==> src/rtl/sca_pkg.sv <==
// Shared types, constants and SHA-256 helper functions for the attestation chain.
package sca_pkg;

  // Request types carried on req_type.
  typedef enum logic [1:0] {
    REQ_BEGIN  = 2'd0,
    REQ_RECORD = 2'd1,
    REQ_FINAL  = 2'd2,
    REQ_NONE   = 2'd3
  } sca_req_t;

  // Result status codes.
  localparam logic [1:0] ST_OK       = 2'd0;
  localparam logic [1:0] ST_REC_IDLE = 2'd1;
  localparam logic [1:0] ST_FIN_IDLE = 2'd2;

  // Domain labels as ASCII byte strings.
  localparam logic [191:0] LABEL_SESSION =
    192'h6370_7269_736b_2e61_7474_6573_742e_7365_7373_696f_6e2e_7631;
  localparam logic [159:0] LABEL_TAG =
    160'h6370_7269_736b_2e61_7474_6573_742e_7461_672e_7631;

  // Register map and key size.
  localparam int KEY_WORDS = 4;
  localparam int ADDR_W    = 5;

  // Control from the sequencer to the compression core.
  typedef struct packed {
    logic start;
    logic init;
  } sca_ctl_t;

  localparam logic [255:0] SHA_IV = {
    32'h6a09e667, 32'hbb67ae85, 32'h3c6ef372, 32'ha54ff53a,
    32'h510e527f, 32'h9b05688c, 32'h1f83d9ab, 32'h5be0cd19
  };

  localparam logic [31:0] SHA_K [64] = '{
    32'h428a2f98, 32'h71374491, 32'hb5c0fbcf, 32'he9b5dba5,
    32'h3956c25b, 32'h59f111f1, 32'h923f82a4, 32'hab1c5ed5,
    32'hd807aa98, 32'h12835b01, 32'h243185be, 32'h550c7dc3,
    32'h72be5d74, 32'h80deb1fe, 32'h9bdc06a7, 32'hc19bf174,
    32'he49b69c1, 32'hefbe4786, 32'h0fc19dc6, 32'h240ca1cc,
    32'h2de92c6f, 32'h4a7484aa, 32'h5cb0a9dc, 32'h76f988da,
    32'h983e5152, 32'ha831c66d, 32'hb00327c8, 32'hbf597fc7,
    32'hc6e00bf3, 32'hd5a79147, 32'h06ca6351, 32'h14292967,
    32'h27b70a85, 32'h2e1b2138, 32'h4d2c6dfc, 32'h53380d13,
    32'h650a7354, 32'h766a0abb, 32'h81c2c92e, 32'h92722c85,
    32'ha2bfe8a1, 32'ha81a664b, 32'hc24b8b70, 32'hc76c51a3,
    32'hd192e819, 32'hd6990624, 32'hf40e3585, 32'h106aa070,
    32'h19a4c116, 32'h1e376c08, 32'h2748774c, 32'h34b0bcb5,
    32'h391c0cb3, 32'h4ed8aa4a, 32'h5b9cca4f, 32'h682e6ff3,
    32'h748f82ee, 32'h78a5636f, 32'h84c87814, 32'h8cc70208,
    32'h90befffa, 32'ha4506ceb, 32'hbef9a3f7, 32'hc67178f2
  };

  function automatic logic [31:0] rotr(input logic [31:0] x, input int n);
    rotr = (x >> n) | (x << (32 - n));
  endfunction

  function automatic logic [31:0] bsig0(input logic [31:0] x);
    bsig0 = rotr(x, 2) ^ rotr(x, 13) ^ rotr(x, 22);
  endfunction

  function automatic logic [31:0] bsig1(input logic [31:0] x);
    bsig1 = rotr(x, 6) ^ rotr(x, 11) ^ rotr(x, 25);
  endfunction

  function automatic logic [31:0] ssig0(input logic [31:0] x);
    ssig0 = rotr(x, 7) ^ rotr(x, 18) ^ (x >> 3);
  endfunction

  function automatic logic [31:0] ssig1(input logic [31:0] x);
    ssig1 = rotr(x, 17) ^ rotr(x, 19) ^ (x >> 10);
  endfunction

endpackage

==> src/rtl/sca_sha_core.sv <==
// SHA-256 compression core: one round per cycle with a rolling message schedule.
module sca_sha_core import sca_pkg::*; (
  input  logic           clk,
  input  logic           rst,
  input  sca_ctl_t       ctl,
  input  logic [511:0]   block,
  output logic           done,
  output logic           busy,
  output logic [255:0]   digest
);

  typedef enum logic [2:0] {
    C_IDLE = 3'b001,
    C_RUN  = 3'b010,
    C_ADD  = 3'b100
  } core_state_t;

  core_state_t state;
  logic [5:0]  rnd;
  logic [31:0] hv [8];
  logic [31:0] v  [8];
  logic [31:0] w  [16];
  logic [31:0] t1, t2, w_new;

  // Round function and next schedule word.
  always_comb begin
    t1 = v[7] + bsig1(v[4]) + ((v[4] & v[5]) ^ (~v[4] & v[6])) + SHA_K[rnd] + w[0];
    t2 = bsig0(v[0]) + ((v[0] & v[1]) ^ (v[0] & v[2]) ^ (v[1] & v[2]));
    w_new = ssig1(w[14]) + w[9] + ssig0(w[1]) + w[0];
  end

  // Sequencing of the 64 rounds and the final chaining add.
  always_ff @(posedge clk) begin
    done <= 1'b0;
    if (rst) begin
      state <= C_IDLE;
      rnd   <= '0;
    end else begin
      unique case (state)
        C_IDLE: begin
          if (ctl.start) begin
            for (int i = 0; i < 8; i++) begin
              if (ctl.init) begin
                hv[i] <= SHA_IV[255 - 32*i -: 32];
                v[i]  <= SHA_IV[255 - 32*i -: 32];
              end else begin
                v[i] <= hv[i];
              end
            end
            for (int i = 0; i < 16; i++) w[i] <= block[511 - 32*i -: 32];
            rnd   <= '0;
            state <= C_RUN;
          end
        end
        C_RUN: begin
          v[0] <= t1 + t2;
          v[1] <= v[0];
          v[2] <= v[1];
          v[3] <= v[2];
          v[4] <= v[3] + t1;
          v[5] <= v[4];
          v[6] <= v[5];
          v[7] <= v[6];
          for (int i = 0; i < 15; i++) w[i] <= w[i+1];
          w[15] <= w_new;
          rnd   <= rnd + 6'd1;
          if (rnd == 6'd63) state <= C_ADD;
        end
        C_ADD: begin
          for (int i = 0; i < 8; i++) hv[i] <= hv[i] + v[i];
          done  <= 1'b1;
          state <= C_IDLE;
        end
        default: state <= C_IDLE;
      endcase
    end
  end

  assign busy   = (state != C_IDLE);
  assign digest = {hv[0], hv[1], hv[2], hv[3], hv[4], hv[5], hv[6], hv[7]};

endmodule

==> config.mk <==
export PLATFORM = sky130hd
export DESIGN_NAME = sca_sha_core
export DESIGN_NICKNAME = d
export VERILOG_FILES = /design/src/rtl/sca_pkg.sv /design/src/rtl/sca_sha_core.sv
export SDC_FILE = /design/constraint.sdc
export NUM_CORES = 2
export LEC_CHECK = 0
export BUFFER_PORTS_ARGS = -buffer_cell sky130_fd_sc_hd__buf_2
export CORE_MARGIN = 5
export CORE_UTILIZATION = 25
export CTS_BUF_LIST = sky130_fd_sc_hd__clkbuf_4 sky130_fd_sc_hd__clkbuf_8
export CTS_CLUSTER_DIAMETER = 30
export DETAILED_ROUTE_END_ITERATION = 10
export GPL_TIMING_DRIVEN = 0
export REMOVE_ABC_BUFFERS = 1
export SYNTH_ARGS = -nofsm -noshare
export SYNTH_HDL_FRONTEND = slang
export SYNTH_SLANG_ARGS = --single-unit
==> constraint.sdc <==
create_clock -name clk -period 63.6 [get_ports clk]
set_input_delay 6.36 -clock clk [delete_from_list [all_inputs] [get_ports clk]]
set_output_delay 6.36 -clock clk [all_outputs]
set_load 0.1 [all_outputs]
* Word level (Yosys, flattened, before mapping)
Memories as Yosys holds them, arrays and structs flattened. Cells that the tools add are included.
Word-level totals: register bits 10, memory bits (writable) 1024, bits in read-only memories 2048, bits of input ports 516, output and inout bits 258, logic and storage cells 172, memories 4
Memory list:
- (name not given) | words 64, bits a word 32, read ports 1, clocked after Yosys merged registers in 0, write ports 0, line sca_sha_core.sv:27 | t1 = v[7] + bsig1(v[4]) + ((v[4] & v[5]) ^ (~v[4] & v[6])) + SHA_K[rnd] + w[0];
- w | words 16, bits a word 32, read ports 16, clocked after Yosys merged registers in 0, write ports 16, line sca_sha_core.sv:22 | logic [31:0] w [16];
- hv | words 8, bits a word 32, read ports 8, clocked after Yosys merged registers in 0, write ports 8, line sca_sha_core.sv:20 | logic [31:0] hv [8];
- v | words 8, bits a word 32, read ports 8, clocked after Yosys merged registers in 0, write ports 8, line sca_sha_core.sv:21 | logic [31:0] v [8];
Operators by class: add/subtract/negate cells 19, magnitude comparators 1, equality and inequality tests 7, mux-type cells 67, bitwise gates (word level) 68, reduce and logical (&&, ||, !) cells 3
Operator list (number):
- $mux W32 | 42
- $add A32 B32 Y32 | 18
- $xor A32 B32 Y32 | 9
- $and A32 B32 Y32 | 5
- $or A1 B1 Y1 | 40
- $not A32 Y32 | 1
- $or A10 B32 Y32 | 1
- $or A13 B32 Y32 | 1
- $or A14 B32 Y32 | 1
- $or A15 B32 Y32 | 1
- $or A19 B32 Y32 | 1
- $or A21 B32 Y32 | 1
- $or A25 B32 Y32 | 1
- $or A26 B32 Y32 | 1
- $or A30 B32 Y32 | 1
- $or A7 B32 Y32 | 1
- $xor A32 B22 Y32 | 1
- $xor A32 B29 Y32 | 1
- $mux W1 | 20
- $pmux W6 S2 | 1
- $ge A7 B7 Y1 const B | 1
- $not A6 Y7 | 1
- $add A6 B1 Y6 const B | 1
- $eq A6 B6 Y1 const B | 1
- 10 further kinds | 13

* Longest topological paths before layout
An unclocked memory read counts as a cell.
depth after elaboration 10, mapped depth 43

* Worst setup path after synthesis
No wires, ideal clock.
kind in2reg, from in rst, to mem w[0][0], enable pin, setup time 1.402 ns, arrival 27.775 ns, data required time 62.198 ns, slack 34.423 ns, stages 2, cells stage by stage clkbuf_1 > nor2_1
RTL lines:
- from (decl) | line sca_sha_core.sv:4 | input logic rst,
- to (decl) | line sca_sha_core.sv:22

==> summary.txt <==
Hold WC Path Type: reg2reg
Clock skew: 0.1021 ns
Via count: 58850
Worst slew pin tran: 1.213 ns
Status: finished clean
Post-CTS Hold Buffers: 0
Row cnt: 192
Clock buffer depth: 4
Synth Register Bits: 1034
Gr ovfl total: 0
Power Density: 42.39 nW/µm²
Tmin final: 12.02 ns
Die span in y: 535.4 µm
Num CTS Buffers: 305
Vias in the first global route: 56950
Fmax: 0.08322 GHz
Final std cells w/o fill: 11950
Drt initial violations: 5489
Setup TNS: 0 ns
Period utilization: 0.1889
Pre-antenna DRT Iters: 5
Placed cell area: 78170 µm²
Crit Path Class: reg2reg
Die extent in x: 535.4 µm
Mean routed wirelength per cell: 23.90 µm
Post-synth EDFFs: 1024
Gate count of the mapped netlist: 7156
Worst vdd ir: 0.00006088 V
Synth unique cells: 95
# port buffers: 773
Final core occ: 0.3105
Max FO, Critical Path: 29
P&R area growth vs syn: 23.32%
Post-CTS Repair Setup Buffers: 0
Clk slew on worst S/H paths: 0.05 ns
Commonest non-fill, non-tap cells in the layout: nand2_1 (1864), edfxtp_1 (1024), buf_2 (772), nor2_1 (397), ha_1 (393)
Post-Place Cells: 11370
R2R Path Start: rnd[1]$_SDFFE_PP0P_
Crit path DAT: 12.85 ns
DRC errors left: 0
Sequential element share of the synthesized area: 0.4485
H-tree level count: 5
CTS tree: yes
Largest net degree at the start of global routing: 99
Lkg Pwr: 34.59 nW
Core ar.: 274100 µm²
Setup crit start: rnd[1]$_SDFFE_PP0P_
Vias per cell: 4.926
Net Switching: 0.001491 W
Post-synth top flop: edfxtp_1
Setup-failing EPs final: 0
Skew-Pair Late Insertion Delay: 1.03 ns
Initial core utilization: 0.2517
Reg-to-reg endpoint: v[0][31]$_DFFE_PP_
Clock power share: 0.294
Layout Nets: 9093
Critical Path RT: 64.44 ns
Reg2Reg Setup Slack: 51.58 ns
Antenna Nets Post-Route: 0
Drt total wl: 285500 µm
Post-Syn Area: 69000 µm²
Cell internal pwr: 0.002117 W
Die area: 286600 µm²
Max-Cap Viols: 0
Slew headroom: 0.1843
Antenna violations before repair: 62
Final instance area: 85100 µm²
Detailed-placement wirelength estimate: 224600 µm
Switching Share: 0.4132
First-pass GRT wire length: 399900 µm
Final Hold Vio Count: 0
Most common cell after layout, fill and taps aside: nand2_1
Seq pwr share: 0.236
Clock root buffer: clkbuf_8
Final Max Tran Viols: 0
Layout cells sized above 1: 0.1784
Ys Warns: 0
Gpl congestion: 0.9454
Synth async-reset ratio: 0
IO Pins: 774
Crit start category: register
Cts repair resizes: 0
Part of the power in combinational logic: 0.470
Aggregate global-route resource usage: 0.1893
Hold_ws: 0.4711 ns
Synthesized area per cell: 9.643 µm²
Largest stage delay, worst path: 0.95 ns
Worst path slowest cell: o311ai_0
Worst setup EP type: register
R2R depth: 34
Beginning of the worst hold path: w[4][9]$_DFFE_PP_
Unrepaired setup endpoints after global routing: false
Sink Count: 1034
Worst Setup EP: v[0][31]$_DFFE_PP_
==> worst min-delay path by stage <==
stage,end,slack (ns),depth (start not counted)
floorplan,w[0][32]$_DFFE_PP_,0.48,2
global placement,w[2][26]$_DFFE_PP_,0.49,2
detailed placement,w[2][13]$_DFFE_PP_,0.49,2
CTS,w[3][41]$_DFFE_PP_,0.46,2
global route,w[3][41]$_DFFE_PP_,0.48,2
finish,w[3][41]$_DFFE_PP_,0.47,2
==> worst max-delay path: cells and delay by family, from the launching register on <==
family,cells,cell delay [ns]
compound gates,14,4.66
xor+xnor,2,0.49
fa+ha+maj,7,3.37
buf+inv,5,0.99
flops,1,0.82
simple gates,6,1.50
==> cells in the mapped netlist (all sizes together), types with 28 or more instances <==
cell type	instances	share of area
o22a	62	0.0079
nand2b	65	0.0059
nand2	1866	0.10
fa	195	0.057
a21oi	382	0.028
clkbuf	319	0.017
nor2	402	0.022
or3	34	0.0031
a21o	194	0.021
ha	393	0.071
nand4	28	0.0025
a211oi	60	0.0066
nor2b	41	0.0037
o21bai	40	0.0044
buf	34	0.0020
a22o	90	0.011
o21a	66	0.0072
and3	37	0.0034
o21ai	380	0.028
and2	30	0.0027
xor2	199	0.025
a31oi	50	0.0045
nand3	71	0.0051
edfxtp	1024	0.45
xnor2	338	0.043
inv	327	0.018
nor3	77	0.0056
==> cells by family (layout without fill, tap and decap cells) <==
family	after synthesis	after routing	share of synthesized area
AO/OA/AOI/OAI	1552	1552	0.1469
XOR/XNOR	538	538	0.06860
adder cells (fa/ha/maj)	591	591	0.1283
buffers and inverters	682	1762	0.03735
flip-flops	1034	1034	0.4485
multiplexers	49	49	0.008432
other	0	24	0
AND/OR/NAND/NOR	2710	2710	0.1619
==> layer usage <==
| layer | track usage | share of wire |
|---|---|---|
| met1 | 0.2567 | 0.43 |
| met2 | 0.2785 | 0.42 |
| met3 | 0.05350 | 0.096 |
| met4 | 0.08680 | 0.049 |
| met5 | 0 | 0.0011 |
==> power groups by stage <==
| stage | clock network [W] | logic (W) | registers, W |
|---|---|---|---|
| after floorplan | 0 | 0.00116 | 0.000898 |
| after global placement | 0 | 0.00165 | 0.000898 |
| after detailed placement | 0 | 0.00167 | 0.000864 |
| after CTS | 0.00108 | 0.00168 | 0.000851 |
| after global routing | 0.00112 | 0.00184 | 0.000854 |
| final | 0.00106 | 0.00170 | 0.000852 |
==> layout make-up <==
class,count,area (µm²)
multi-input cells,5440,35550
flip-flops and latches,1034,30960
clock inverters,199,2218
clock buffers,355,4617
repair buffers,880,5843
fillers,28350,189000
diodes,24,60.06
well taps,3686,4612
inverters,328,1236
==> metrics by stage <==
| stage | setup slack (ns) | total power [W] |
|---|---|---|
| floorplan | 31.79 | 0.002060 |
| global placement | -1.315 | 0.002550 |
| detailed placement | 51.23 | 0.002534 |
| CTS | 51.16 | 0.003615 |
| global route | 51.25 | 0.003815 |
| finish | 51.58 | 0.003608 |
==> state kept, by name, indices dropped and copies added, names as in the netlist <==
signal,count
w,512
hv,256
v,256
rnd,6
state,3
done,1
(Power assumes the default switching activity.)
